File: src/rtl/core/nar_pkg.sv
// Shared constants for the note arpeggiator: defaults, request and register codes, limits.
`default_nettype none
package nar_pkg;

  localparam int MAX_HELD_DEF    = 16;
  localparam int SEQ_DEPTH_DEF   = 128;
  localparam int SAMPLE_BITS_DEF = 24;
  localparam int PHASE_BITS_DEF  = 32;

  localparam int NOTE_W = 7;
  localparam int STEP_W = 8;
  localparam int REQ_W  = 3;
  localparam int CFG_W  = 21;
  localparam int CFG_AW = 2;

  localparam logic [STEP_W-1:0] OCTAVE_SEMIS = 8'd12;

  // Request kinds
  localparam logic [REQ_W-1:0] REQ_TICK     = 3'd0;
  localparam logic [REQ_W-1:0] REQ_NOTE_ON  = 3'd1;
  localparam logic [REQ_W-1:0] REQ_NOTE_OFF = 3'd2;
  localparam logic [REQ_W-1:0] REQ_START    = 3'd3;
  localparam logic [REQ_W-1:0] REQ_STOP     = 3'd4;

  // Register indexes
  localparam logic [CFG_AW-1:0] REG_ARP_MODE    = 2'd0;
  localparam logic [CFG_AW-1:0] REG_OCTAVE_SPAN = 2'd1;
  localparam logic [CFG_AW-1:0] REG_PHASE_INC   = 2'd2;
  localparam logic [CFG_AW-1:0] REG_GATE_LEVEL  = 2'd3;

  // Arpeggio modes
  localparam logic [1:0] MODE_UP     = 2'd0;
  localparam logic [1:0] MODE_DOWN   = 2'd1;
  localparam logic [1:0] MODE_UPDOWN = 2'd2;
  localparam logic [1:0] MODE_PLAYED = 2'd3;

  // Reset values and legal ranges
  localparam logic [2:0]  SPAN_RST = 3'd1;
  localparam logic [2:0]  SPAN_MIN = 3'd1;
  localparam logic [2:0]  SPAN_MAX = 3'd4;
  localparam logic [20:0] INC_RST  = 21'd389566;
  localparam logic [20:0] INC_MIN  = 21'd9739;
  localparam logic [20:0] INC_MAX  = 21'd1947831;
  localparam logic [15:0] GATE_RST = 16'd32768;
  localparam logic [15:0] GATE_MIN = 16'd6554;
  localparam logic [15:0] GATE_MAX = 16'd58982;

endpackage
`default_nettype wire

File: src/rtl/core/nar_ram.sv
// Generic single-port-write, single-port-read RAM with registered read data.
`default_nettype none
module nar_ram #(
  parameter int WIDTH = 8,
  parameter int DEPTH = 16
) (
  input  wire logic                     clk,
  input  wire logic                     we,
  input  wire logic [$clog2(DEPTH)-1:0] waddr,
  input  wire logic [WIDTH-1:0]         wdata,
  input  wire logic [$clog2(DEPTH)-1:0] raddr,
  output      logic [WIDTH-1:0]         rdata
);

  logic [WIDTH-1:0] mem [DEPTH];

  always_ff @(posedge clk) begin
    if (we) begin
      mem[waddr] <= wdata;
    end
    rdata <= mem[raddr];
  end

endmodule
`default_nettype wire

File: src/rtl/core/note_arpeggiator.sv
// Note arpeggiator top level: held-note list, step sequence rebuild and stereo gate.
//
// Usage:
//   s_* channel carries requests: tuser = req_type (tick, note on, note off, start,
//   stop); tdata = note_number, sample_left, sample_right from the lowest bit up.
//   m_* channel returns one transaction per request: gated or passed samples, the
//   note at the current step, note_valid and gate_open.
//   cfg_we/cfg_addr/cfg_data write arp_mode, octave_span, phase_increment and
//   gate_level (saturated to their legal ranges); each write rebuilds the
//   step sequence, so write only while the block is idle.
// Sequencing:
//   One request at a time; s_tready is low until its result is loaded.
//   Tick on a running arpeggio with notes held: add, gate, step read, load; other
//   ticks, start, stop and unknown requests: step read, load.
//   Note on: a read and a check per list entry moved by the insertion; note off: a
//   read and a check per held entry, then the rebuild.
//   Rebuild: a read and a write per sequence step generated (held notes times
//   octaves, about twice that in up-down mode), each step going through the single
//   read port of the held-note RAM. A config write costs one rebuild.
// Reset: rst (synchronous) empties the list and sequence, stops, and loads the
//   register defaults; no RAM clearing pass is needed.
// Stall: a result waits in the output register while m_tready is low; the
//   next result holds in the sequencer until the register is free.
`default_nettype none
module note_arpeggiator
  import nar_pkg::*;
#(
  parameter int MAX_HELD    = MAX_HELD_DEF,
  parameter int SEQ_DEPTH   = SEQ_DEPTH_DEF,
  parameter int SAMPLE_BITS = SAMPLE_BITS_DEF,
  parameter int PHASE_BITS  = PHASE_BITS_DEF,
  localparam int IN_W  = ((NOTE_W + 2*SAMPLE_BITS + 7) / 8) * 8,
  localparam int OUT_W = ((2*SAMPLE_BITS + STEP_W + 2 + 7) / 8) * 8
) (
  input  wire logic              clk,
  input  wire logic              rst,
  input  wire logic              s_tvalid,
  output      logic              s_tready,
  // note_number, sample_left, sample_right, zero fill
  input  wire logic [IN_W-1:0]   s_tdata,
  // req_type
  input  wire logic [REQ_W-1:0]  s_tuser,
  output      logic              m_tvalid,
  input  wire logic              m_tready,
  // out_left, out_right, current_note, note_valid, gate_open, zero fill
  output      logic [OUT_W-1:0]  m_tdata,
  input  wire logic              cfg_we,
  input  wire logic [CFG_AW-1:0] cfg_addr,
  input  wire logic [CFG_W-1:0]  cfg_data
);

  localparam int HAW = $clog2(MAX_HELD);
  localparam int HCW = $clog2(MAX_HELD + 1);
  localparam int SAW = $clog2(SEQ_DEPTH);
  localparam int SCW = $clog2(SEQ_DEPTH + 1);
  localparam int SB  = SAMPLE_BITS;
  localparam int PB  = PHASE_BITS;
  localparam int SHL = (PB >= 32) ? PB - 32 : 0;
  localparam int SHR = (PB < 32) ? 32 - PB : 0;

  localparam logic [3:0] ST_IDLE      = 4'd0;
  localparam logic [3:0] ST_TICK_ADD  = 4'd1;
  localparam logic [3:0] ST_TICK_GATE = 4'd2;
  localparam logic [3:0] ST_INS_RD    = 4'd3;
  localparam logic [3:0] ST_INS_CHK   = 4'd4;
  localparam logic [3:0] ST_OFF_RD    = 4'd5;
  localparam logic [3:0] ST_OFF_CHK   = 4'd6;
  localparam logic [3:0] ST_RB_START  = 4'd7;
  localparam logic [3:0] ST_RB_RD     = 4'd8;
  localparam logic [3:0] ST_RB_WR     = 4'd9;
  localparam logic [3:0] ST_RB_FIX    = 4'd10;
  localparam logic [3:0] ST_OUT_RD    = 4'd11;
  localparam logic [3:0] ST_OUT_SEND  = 4'd12;

  // Configuration registers
  logic [1:0]  arp_mode;
  logic [2:0]  octave_span;
  logic [20:0] phase_inc;
  logic [15:0] gate_level;

  // Sequencer state
  logic [3:0]        state;
  logic [NOTE_W-1:0] note;
  logic [SB-1:0]     lft;
  logic [SB-1:0]     rgt;
  logic              gate;
  logic              from_cfg;
  logic [HCW-1:0]    held_cnt;
  logic [HCW-1:0]    i;
  logic [HCW-1:0]    j;
  logic [1:0]        oct;
  logic              desc;
  logic              pass2;
  logic [SCW-1:0]    step_cnt;
  logic [SAW-1:0]    step_idx;
  logic [PB-1:0]     phase;
  logic              running;

  // RAM ports
  logic              h_we;
  logic [HAW-1:0]    h_waddr;
  logic [NOTE_W-1:0] h_wdata;
  logic [HAW-1:0]    h_raddr;
  logic [NOTE_W-1:0] h_rdata;
  logic              st_we;
  logic [STEP_W-1:0] st_wdata;
  logic [STEP_W-1:0] st_rdata;

  logic [63:0]    inc_wide;
  logic [PB-1:0]  inc_scaled;
  logic [PB:0]    sum;
  logic [1:0]     last_oct;
  logic [1:0]     top_oct;
  logic [HCW-1:0] held_m1;
  logic [HCW-1:0] held_m2;
  logic [HCW-1:0] i_m1;
  logic [SAW:0]   idx_inc;
  logic           accept;
  logic           out_free;

  nar_ram #(.WIDTH(NOTE_W), .DEPTH(MAX_HELD)) u_held (
    .clk   (clk),
    .we    (h_we),
    .waddr (h_waddr),
    .wdata (h_wdata),
    .raddr (h_raddr),
    .rdata (h_rdata)
  );

  nar_ram #(.WIDTH(STEP_W), .DEPTH(SEQ_DEPTH)) u_steps (
    .clk   (clk),
    .we    (st_we),
    .waddr (step_cnt[SAW-1:0]),
    .wdata (st_wdata),
    .raddr (step_idx),
    .rdata (st_rdata)
  );

  assign s_tready = (state == ST_IDLE) && !cfg_we;
  assign accept   = s_tvalid && s_tready;
  assign out_free = !m_tvalid || m_tready;

  // Phase increment scaled to the accumulator width, then one shared adder
  assign inc_wide   = ({43'd0, phase_inc} << SHL) >> SHR;
  assign inc_scaled = inc_wide[PB-1:0];
  assign sum        = {1'b0, phase} + {1'b0, inc_scaled};
  assign idx_inc    = {1'b0, step_idx} + 1'b1;

  assign top_oct  = 2'(octave_span - 3'd1);
  assign last_oct = (arp_mode == MODE_PLAYED) ? 2'd0 : top_oct;
  assign held_m1  = held_cnt - 1'b1;
  assign held_m2  = held_cnt - 2'd2;
  assign i_m1     = i - 1'b1;

  // Held-list and step-store port control
  always_comb begin
    h_we     = 1'b0;
    h_waddr  = i[HAW-1:0];
    h_wdata  = note;
    h_raddr  = i[HAW-1:0];
    st_we    = 1'b0;
    st_wdata = 8'({1'b0, h_rdata} + 8'(oct) * OCTAVE_SEMIS);
    case (state)
      ST_INS_RD: begin
        if (i == '0) begin
          h_we = 1'b1;
        end else begin
          h_raddr = i_m1[HAW-1:0];
        end
      end
      ST_INS_CHK: begin
        h_we    = 1'b1;
        h_wdata = (h_rdata > note) ? h_rdata : note;
      end
      ST_OFF_CHK: begin
        h_we    = (h_rdata != note);
        h_waddr = j[HAW-1:0];
        h_wdata = h_rdata;
      end
      ST_RB_WR: begin
        st_we = (step_cnt < SCW'(SEQ_DEPTH));
      end
      default: begin
      end
    endcase
  end

  always_ff @(posedge clk) begin
    if (rst) begin
      state       <= ST_IDLE;
      held_cnt    <= '0;
      step_cnt    <= '0;
      step_idx    <= '0;
      phase       <= '0;
      running     <= 1'b0;
      m_tvalid    <= 1'b0;
      arp_mode    <= MODE_UP;
      octave_span <= SPAN_RST;
      phase_inc   <= INC_RST;
      gate_level  <= GATE_RST;
      from_cfg    <= 1'b0;
    end else begin
      // Drop the valid once taken, unless a new result loads in this cycle
      if (m_tvalid && m_tready && state != ST_OUT_SEND) begin
        m_tvalid <= 1'b0;
      end
      case (state)
        ST_IDLE: begin
          if (cfg_we) begin
            // Saturate each register into its legal range, then rebuild
            case (cfg_addr)
              REG_ARP_MODE: arp_mode <= cfg_data[1:0];
              REG_OCTAVE_SPAN: begin
                if (cfg_data[2:0] < SPAN_MIN) begin
                  octave_span <= SPAN_MIN;
                end else if (cfg_data[2:0] > SPAN_MAX) begin
                  octave_span <= SPAN_MAX;
                end else begin
                  octave_span <= cfg_data[2:0];
                end
              end
              REG_PHASE_INC: begin
                if (cfg_data < INC_MIN) begin
                  phase_inc <= INC_MIN;
                end else if (cfg_data > INC_MAX) begin
                  phase_inc <= INC_MAX;
                end else begin
                  phase_inc <= cfg_data;
                end
              end
              REG_GATE_LEVEL: begin
                if (cfg_data[15:0] < GATE_MIN) begin
                  gate_level <= GATE_MIN;
                end else if (cfg_data[15:0] > GATE_MAX) begin
                  gate_level <= GATE_MAX;
                end else begin
                  gate_level <= cfg_data[15:0];
                end
              end
              default: begin
              end
            endcase
            from_cfg <= 1'b1;
            state    <= ST_RB_START;
          end else if (accept) begin
            note     <= s_tdata[NOTE_W-1:0];
            lft      <= s_tdata[NOTE_W +: SB];
            rgt      <= s_tdata[NOTE_W+SB +: SB];
            gate     <= 1'b0;
            from_cfg <= 1'b0;
            i        <= '0;
            j        <= '0;
            case (s_tuser)
              REQ_TICK: begin
                state <= (running && held_cnt != '0) ? ST_TICK_ADD : ST_OUT_RD;
              end
              REQ_NOTE_ON: begin
                // A full list drops the note but still rebuilds
                i     <= held_cnt;
                state <= (held_cnt < HCW'(MAX_HELD)) ? ST_INS_RD : ST_RB_START;
              end
              REQ_NOTE_OFF: state <= ST_OFF_RD;
              REQ_START: begin
                running  <= 1'b1;
                step_idx <= '0;
                phase    <= '0;
                state    <= ST_OUT_RD;
              end
              REQ_STOP: begin
                running <= 1'b0;
                state   <= ST_OUT_RD;
              end
              default: state <= ST_OUT_RD;
            endcase
          end
        end

        ST_TICK_ADD: begin
          phase <= sum[PB-1:0];
          // Carry out of the phase advances the step
          if (sum[PB] && step_cnt != '0) begin
            step_idx <= (SCW'(idx_inc) == step_cnt) ? '0 : idx_inc[SAW-1:0];
          end
          state <= ST_TICK_GATE;
        end

        ST_TICK_GATE: begin
          gate <= (phase[PB-1 -: 16] < gate_level);
          if (!(phase[PB-1 -: 16] < gate_level)) begin
            lft <= '0;
            rgt <= '0;
          end
          state <= ST_OUT_RD;
        end

        // Insertion sort: shift larger notes up one place
        ST_INS_RD: begin
          if (i == '0) begin
            held_cnt <= held_cnt + 1'b1;
            state    <= ST_RB_START;
          end else begin
            state <= ST_INS_CHK;
          end
        end

        ST_INS_CHK: begin
          if (h_rdata > note) begin
            i     <= i - 1'b1;
            state <= ST_INS_RD;
          end else begin
            held_cnt <= held_cnt + 1'b1;
            state    <= ST_RB_START;
          end
        end

        // Compaction: keep every entry that differs from the released note
        ST_OFF_RD: begin
          if (i == held_cnt) begin
            held_cnt <= j;
            if (j == '0) begin
              running <= 1'b0;
            end
            state <= ST_RB_START;
          end else begin
            state <= ST_OFF_CHK;
          end
        end

        ST_OFF_CHK: begin
          if (h_rdata != note) begin
            j <= j + 1'b1;
          end
          i     <= i + 1'b1;
          state <= ST_OFF_RD;
        end

        ST_RB_START: begin
          step_cnt <= '0;
          pass2    <= 1'b0;
          if (held_cnt == '0) begin
            state <= ST_RB_FIX;
          end else begin
            if (arp_mode == MODE_DOWN) begin
              desc <= 1'b1;
              oct  <= top_oct;
              i    <= held_m1;
            end else begin
              desc <= 1'b0;
              oct  <= 2'd0;
              i    <= '0;
            end
            state <= ST_RB_RD;
          end
        end

        ST_RB_RD: state <= ST_RB_WR;

        ST_RB_WR: begin
          if (step_cnt < SCW'(SEQ_DEPTH)) begin
            step_cnt <= step_cnt + 1'b1;
          end
          state <= ST_RB_RD;
          if (!desc) begin
            if (i == held_m1) begin
              i <= '0;
              if (oct == last_oct) begin
                // Up-down continues downward without the top note
                if (arp_mode == MODE_UPDOWN && held_cnt >= HCW'(2)) begin
                  desc  <= 1'b1;
                  pass2 <= 1'b1;
                  oct   <= top_oct;
                  i     <= held_m2;
                end else begin
                  state <= ST_RB_FIX;
                end
              end else begin
                oct <= oct + 1'b1;
              end
            end else begin
              i <= i + 1'b1;
            end
          end else begin
            if (i == '0) begin
              if (oct == 2'd0) begin
                state <= ST_RB_FIX;
              end else begin
                oct <= oct - 1'b1;
                i   <= pass2 ? held_m2 : held_m1;
              end
            end else begin
              i <= i - 1'b1;
            end
          end
        end

        ST_RB_FIX: begin
          if (SCW'(step_idx) >= step_cnt) begin
            step_idx <= '0;
          end
          state <= from_cfg ? ST_IDLE : ST_OUT_RD;
        end

        ST_OUT_RD: state <= ST_OUT_SEND;

        ST_OUT_SEND: begin
          if (out_free) begin
            m_tvalid <= 1'b1;
            m_tdata  <= OUT_W'({gate, (step_cnt != '0),
                                ((step_cnt != '0) ? st_rdata : 8'd0), rgt, lft});
            state    <= ST_IDLE;
          end
        end

        default: state <= ST_IDLE;
      endcase
    end
  end

endmodule
`default_nettype wire

File: config.mk
export PLATFORM = sky130hd
export DESIGN_NAME = note_arpeggiator
export DESIGN_NICKNAME = d
export VERILOG_FILES = /design/src/rtl/core/nar_pkg.sv /design/src/rtl/core/nar_ram.sv /design/src/rtl/core/note_arpeggiator.sv
export SDC_FILE = /design/constraint.sdc
export NUM_CORES = 2
export LEC_CHECK = 0
export BUFFER_PORTS_ARGS = -buffer_cell sky130_fd_sc_hd__buf_2
export CAP_MARGIN = 30
export CORE_UTILIZATION = 56
export DETAILED_ROUTE_END_ITERATION = 16
export PLACE_DENSITY = 0.77
export SLEW_MARGIN = 30
export SYNTH_ARGS = -nofsm -noshare
export SYNTH_HDL_FRONTEND = slang
export SYNTH_SLANG_ARGS = --single-unit
export TNS_END_PERCENT = 20
File: constraint.sdc
create_clock -name clk -period 7.3 [get_ports clk]
set_clock_uncertainty 0.1 [all_clocks]
set_input_delay 1.46 -clock clk [delete_from_list [all_inputs] [get_ports clk]]
set_output_delay 1.46 -clock clk [all_outputs]
set_load 0.02 [all_outputs]
==> results by group <==
Outcome
  • Status: complete, no violations

Setup path
  • Crit path DAT: 4.45 ns
  • CP required: roughly 7.6 ns
  • Crit Path Max Fanout: 21
  • RR Endpoint: u_steps.mem[94][4]$_DFFE_PP_
  • Crit path launch type: flop
  • CP peak stage delay: just under 1 ns
  • Worst path cell trace: nor2_1, nand3_1, nor3_1, nand3_2, nor2_1
  • R2R Setup Slk: about 3.1 ns
  • Worst r2r src: state[2]$_SDFFE_PP0P_
  • CP most frequent cell: nor2_1
  • Critical-path top delay cell: nor2_1
  • Critical Path End Type: flop
  • CP Class: reg2reg
  • R2r worst-path depth: 5

Timing
  • Worst Tran Pin Value: about 1.0 ns
  • Final hold slack: ~0.32 ns
  • Fin. Hold Viols: 0
  • Final setup TNS: 0 ns
  • Final min period: 4.19 ns
  • Max frequency: 239 MHz
  • Max-slew violations: 0
  • Relative slew slack: a little under a third
  • RSZ-0062 raised after global routing: false
  • Tcrit/Tclk final: between 50% and 60%
  • Setup Viol. Count Final: 0
  • Setup WS post-layout: 3.11 ns

Yosys
  • Synth top cells by count: edfxtp_1 (1264), mux4_2 (356), nor2_1 (254)
  • Leading area contributor after synthesis: edfxtp_1
  • Syn Inst Count: 3129
  • Ranking of synthesized cells by area: edfxtp_1 (67%), mux4_2 (14%), dfxtp_1 (4.1%)
  • Post-synth top flop: edfxtp_1
  • Async S/R FF share, synth: 0%
  • Sequential fraction of the synthesis area: 71.3%
  • Avg Inst Size Synth: 18.0 sq um
  • Most frequent cell after synthesis: edfxtp_1
  • Top-area cell type share of the netlist area: approximately two thirds
  • #FFs+latches synth: roughly 1400
  • Post-synth EDFFs: roughly 1300
  • Mapped Area: roughly 56000 sq um
  • Yosys cell types: 82
  • Synth warnings: 0

Routing
  • Routed WL: between 100000 and 150000 microns
  • Per-cell routed wire length: ~27 microns
  • Met2 wire length: about 65000 microns
  • Antenna viol nets, final: 0
  • M1 WL: 49600 microns
  • Via Count: ~30000
  • Routed vias/inst: 6.47
  • Top routing layer in use: met5
  • Remaining DRCs: 0
  • Metal3 WL: 10900 microns
  • Pre-antenna DRT Iters: 7
  • 1st-iter DRT viols: 3593

Die
  • Die H: 320 microns
  • Horiz. Die Dim: ~320 microns
  • Die area: 102000 sq um
  • Total core area: 100000 sq um
  • FP Rows: 116
  • Num ports: around 150
  • Initial Util: a little under three fifths

Final layout
  • P&R area growth vs syn: 11.6%
  • Antenna cell count: 0
  • Share of cells above drive strength 1: a little under a quarter
  • NumNets Final: approximately 3500
  • Fillers: around 6600
  • Final Util: between 60% and 70%

Power and ir drop
  • Power Density: between 300 and 400 nW/um^2
  • Lkg Pwr: approximately 20 nW
  • Pwr Total: a little over 20 mW
  • Max IR drop VDD: 0.423 mV

Placed design
  • Dpl hpwl: 76800 microns
  • Setup WS pre-CTS: roughly 3.2 ns
  • Port bufs: ~150
  • Routability congestion estimate: 0.906

Clock network
  • Clock-pin transition on the worst setup and hold timing paths: roughly 0.060 ns
  • Num CTS Buffers: around 140
  • CTS tree: built
  • CTS Buffer Depth: 3
  • Setup Fix Bufs, Post-CTS: 0
  • Post-CTS Resized: 0
  • CTS root buf: clkbuf_16
  • Clock Latency Late Sink: approximately 0.74 ns
  • Cts-stage hold buffer count: 0
  • Clock H-tree levels: 4
  • Clock Sinks: about 1400

Hold path
  • HP Class: reg2reg
  • Worst Hold Path EP: m_tdata[39]$_DFFE_PP_
  • Cell depth of the worst hold path: 0
  • Min-delay src: rgt[15]$_SDFFCE_PP0P_

Global routing
  • GR Overflow Total: 0
  • Initial antenna violation count: 2
  • First-pass GRT wire length: between 150000 and 200000 microns
  • Largest net degree at the start of global routing: between 100 and 150
  • Global Route Usage Sum: 25.4%
  • Vias in the first global route: about 30000

Job
  • Number of max-cap violations: 0
==> cells in the final DEF (no fill, tap or decap), types with 29 or more instances in the layout <==
cell       instances
edfxtp_1        1264
mux4_2           356
nor2_1           253
buf_2            145
clkbuf_16        136
nand2_1          130
dfxtp_1          108
a21oi_1           93
o21ai_0           74
ha_1              69
inv_1             67
nor2b_1           61
nand3_1           37
nor3_1            35
a22oi_1           33
buf_4             33
xnor2_1           30
clkinv_1          30
clkbuf_1          29
==> per-stage QoR <==
step                instances  area [sq um]
global placement         4460         58600
floorplan                3134         56500
CTS                      4703         62900
global route             4706         63000
finish                   4706         63000
detailed placement       4462         58600
==> layout make-up <==
type	instances	area (sq um)	area share (%)
Tap cell	1298	1620	2.58
Timing Repair Buffer	189	1160	1.83
Clock buffer	170	3580	5.68
Inverter	67	251	0.399
Multi-Input combinational cell	1532	15400	24.4
Sequential cell	1379	40300	63.9
Clock inverter	71	742	1.18
==> power breakdown <==
group,switching [mW],leakage (nW),total (mW),internal [mW]
Clock,2.92,2.10,6.82,3.89
Combinational,2.38,5.44,3.27,0.887
Sequential,0.303,12.4,10.5,10.2
Total,5.61,19.9,20.6,15.0
==> flip-flops by register name, summed over array words and instances (netlist names), 7 cells and up <==
name,flops
gate_level,16
lft,24
m_tdata,58
note,7
phase,32
phase_inc,21
rgt,24
step_cnt,8
step_idx,7
u_held.mem,112
u_held.rdata,7
u_steps.mem,1024
u_steps.rdata,8
==> worst max-delay path: cells and delay by family (launching register included) <==
family / cells / cell delay, ns
DFF: 1 / 0.50
and+or+nand+nor: 5 / 3.19
==> routing by layer <==
layer	track usage, %	up-vias
met5	0	-
met1	34.9	15500
met2	41.8	1761
met3	4.28	243
li1	-	12900
met4	8.50	4
==> how the worst max path moves through the flow <==
stage                                         end                  start  slack, ns  depth (start not counted)
detailed placement  u_steps.mem[118][6]$_DFFE_PP_  state[2]$_SDFFE_PP0P_       3.19                          5
global placement     u_steps.mem[85][7]$_DFFE_PP_  state[2]$_SDFFE_PP0P_       3.32                          5
floorplan                    m_tdata[0]$_DFFE_PP_                    rst       0.34                          4
CTS                  u_steps.mem[86][6]$_DFFE_PP_  state[2]$_SDFFE_PP0P_       3.16                          5
finish               u_steps.mem[94][4]$_DFFE_PP_  state[2]$_SDFFE_PP0P_       3.11                          5
global route         u_steps.mem[62][5]$_DFFE_PP_  state[2]$_SDFFE_PP0P_       2.87                          5
==> logic make-up (layout without fill, tap and decap cells) <==
| family | after synthesis | after routing | share of synthesized area (%) |
|---|---|---|---|
| and+or+nand+nor | 637 | 637 | 5.35 |
| muxes | 386 | 386 | 14.7 |
| DFF | 1379 | 1379 | 71.3 |
| adders and majority gates | 72 | 72 | 1.62 |
| AOI/OAI and AO/OA | 373 | 373 | 4.34 |
| xor gates and xnor gates | 58 | 58 | 0.933 |
| buffers and inverters | 223 | 497 | 1.72 |
| other | 1 | 6 | 0.00664 |
(Power assumes the default switching activity.)
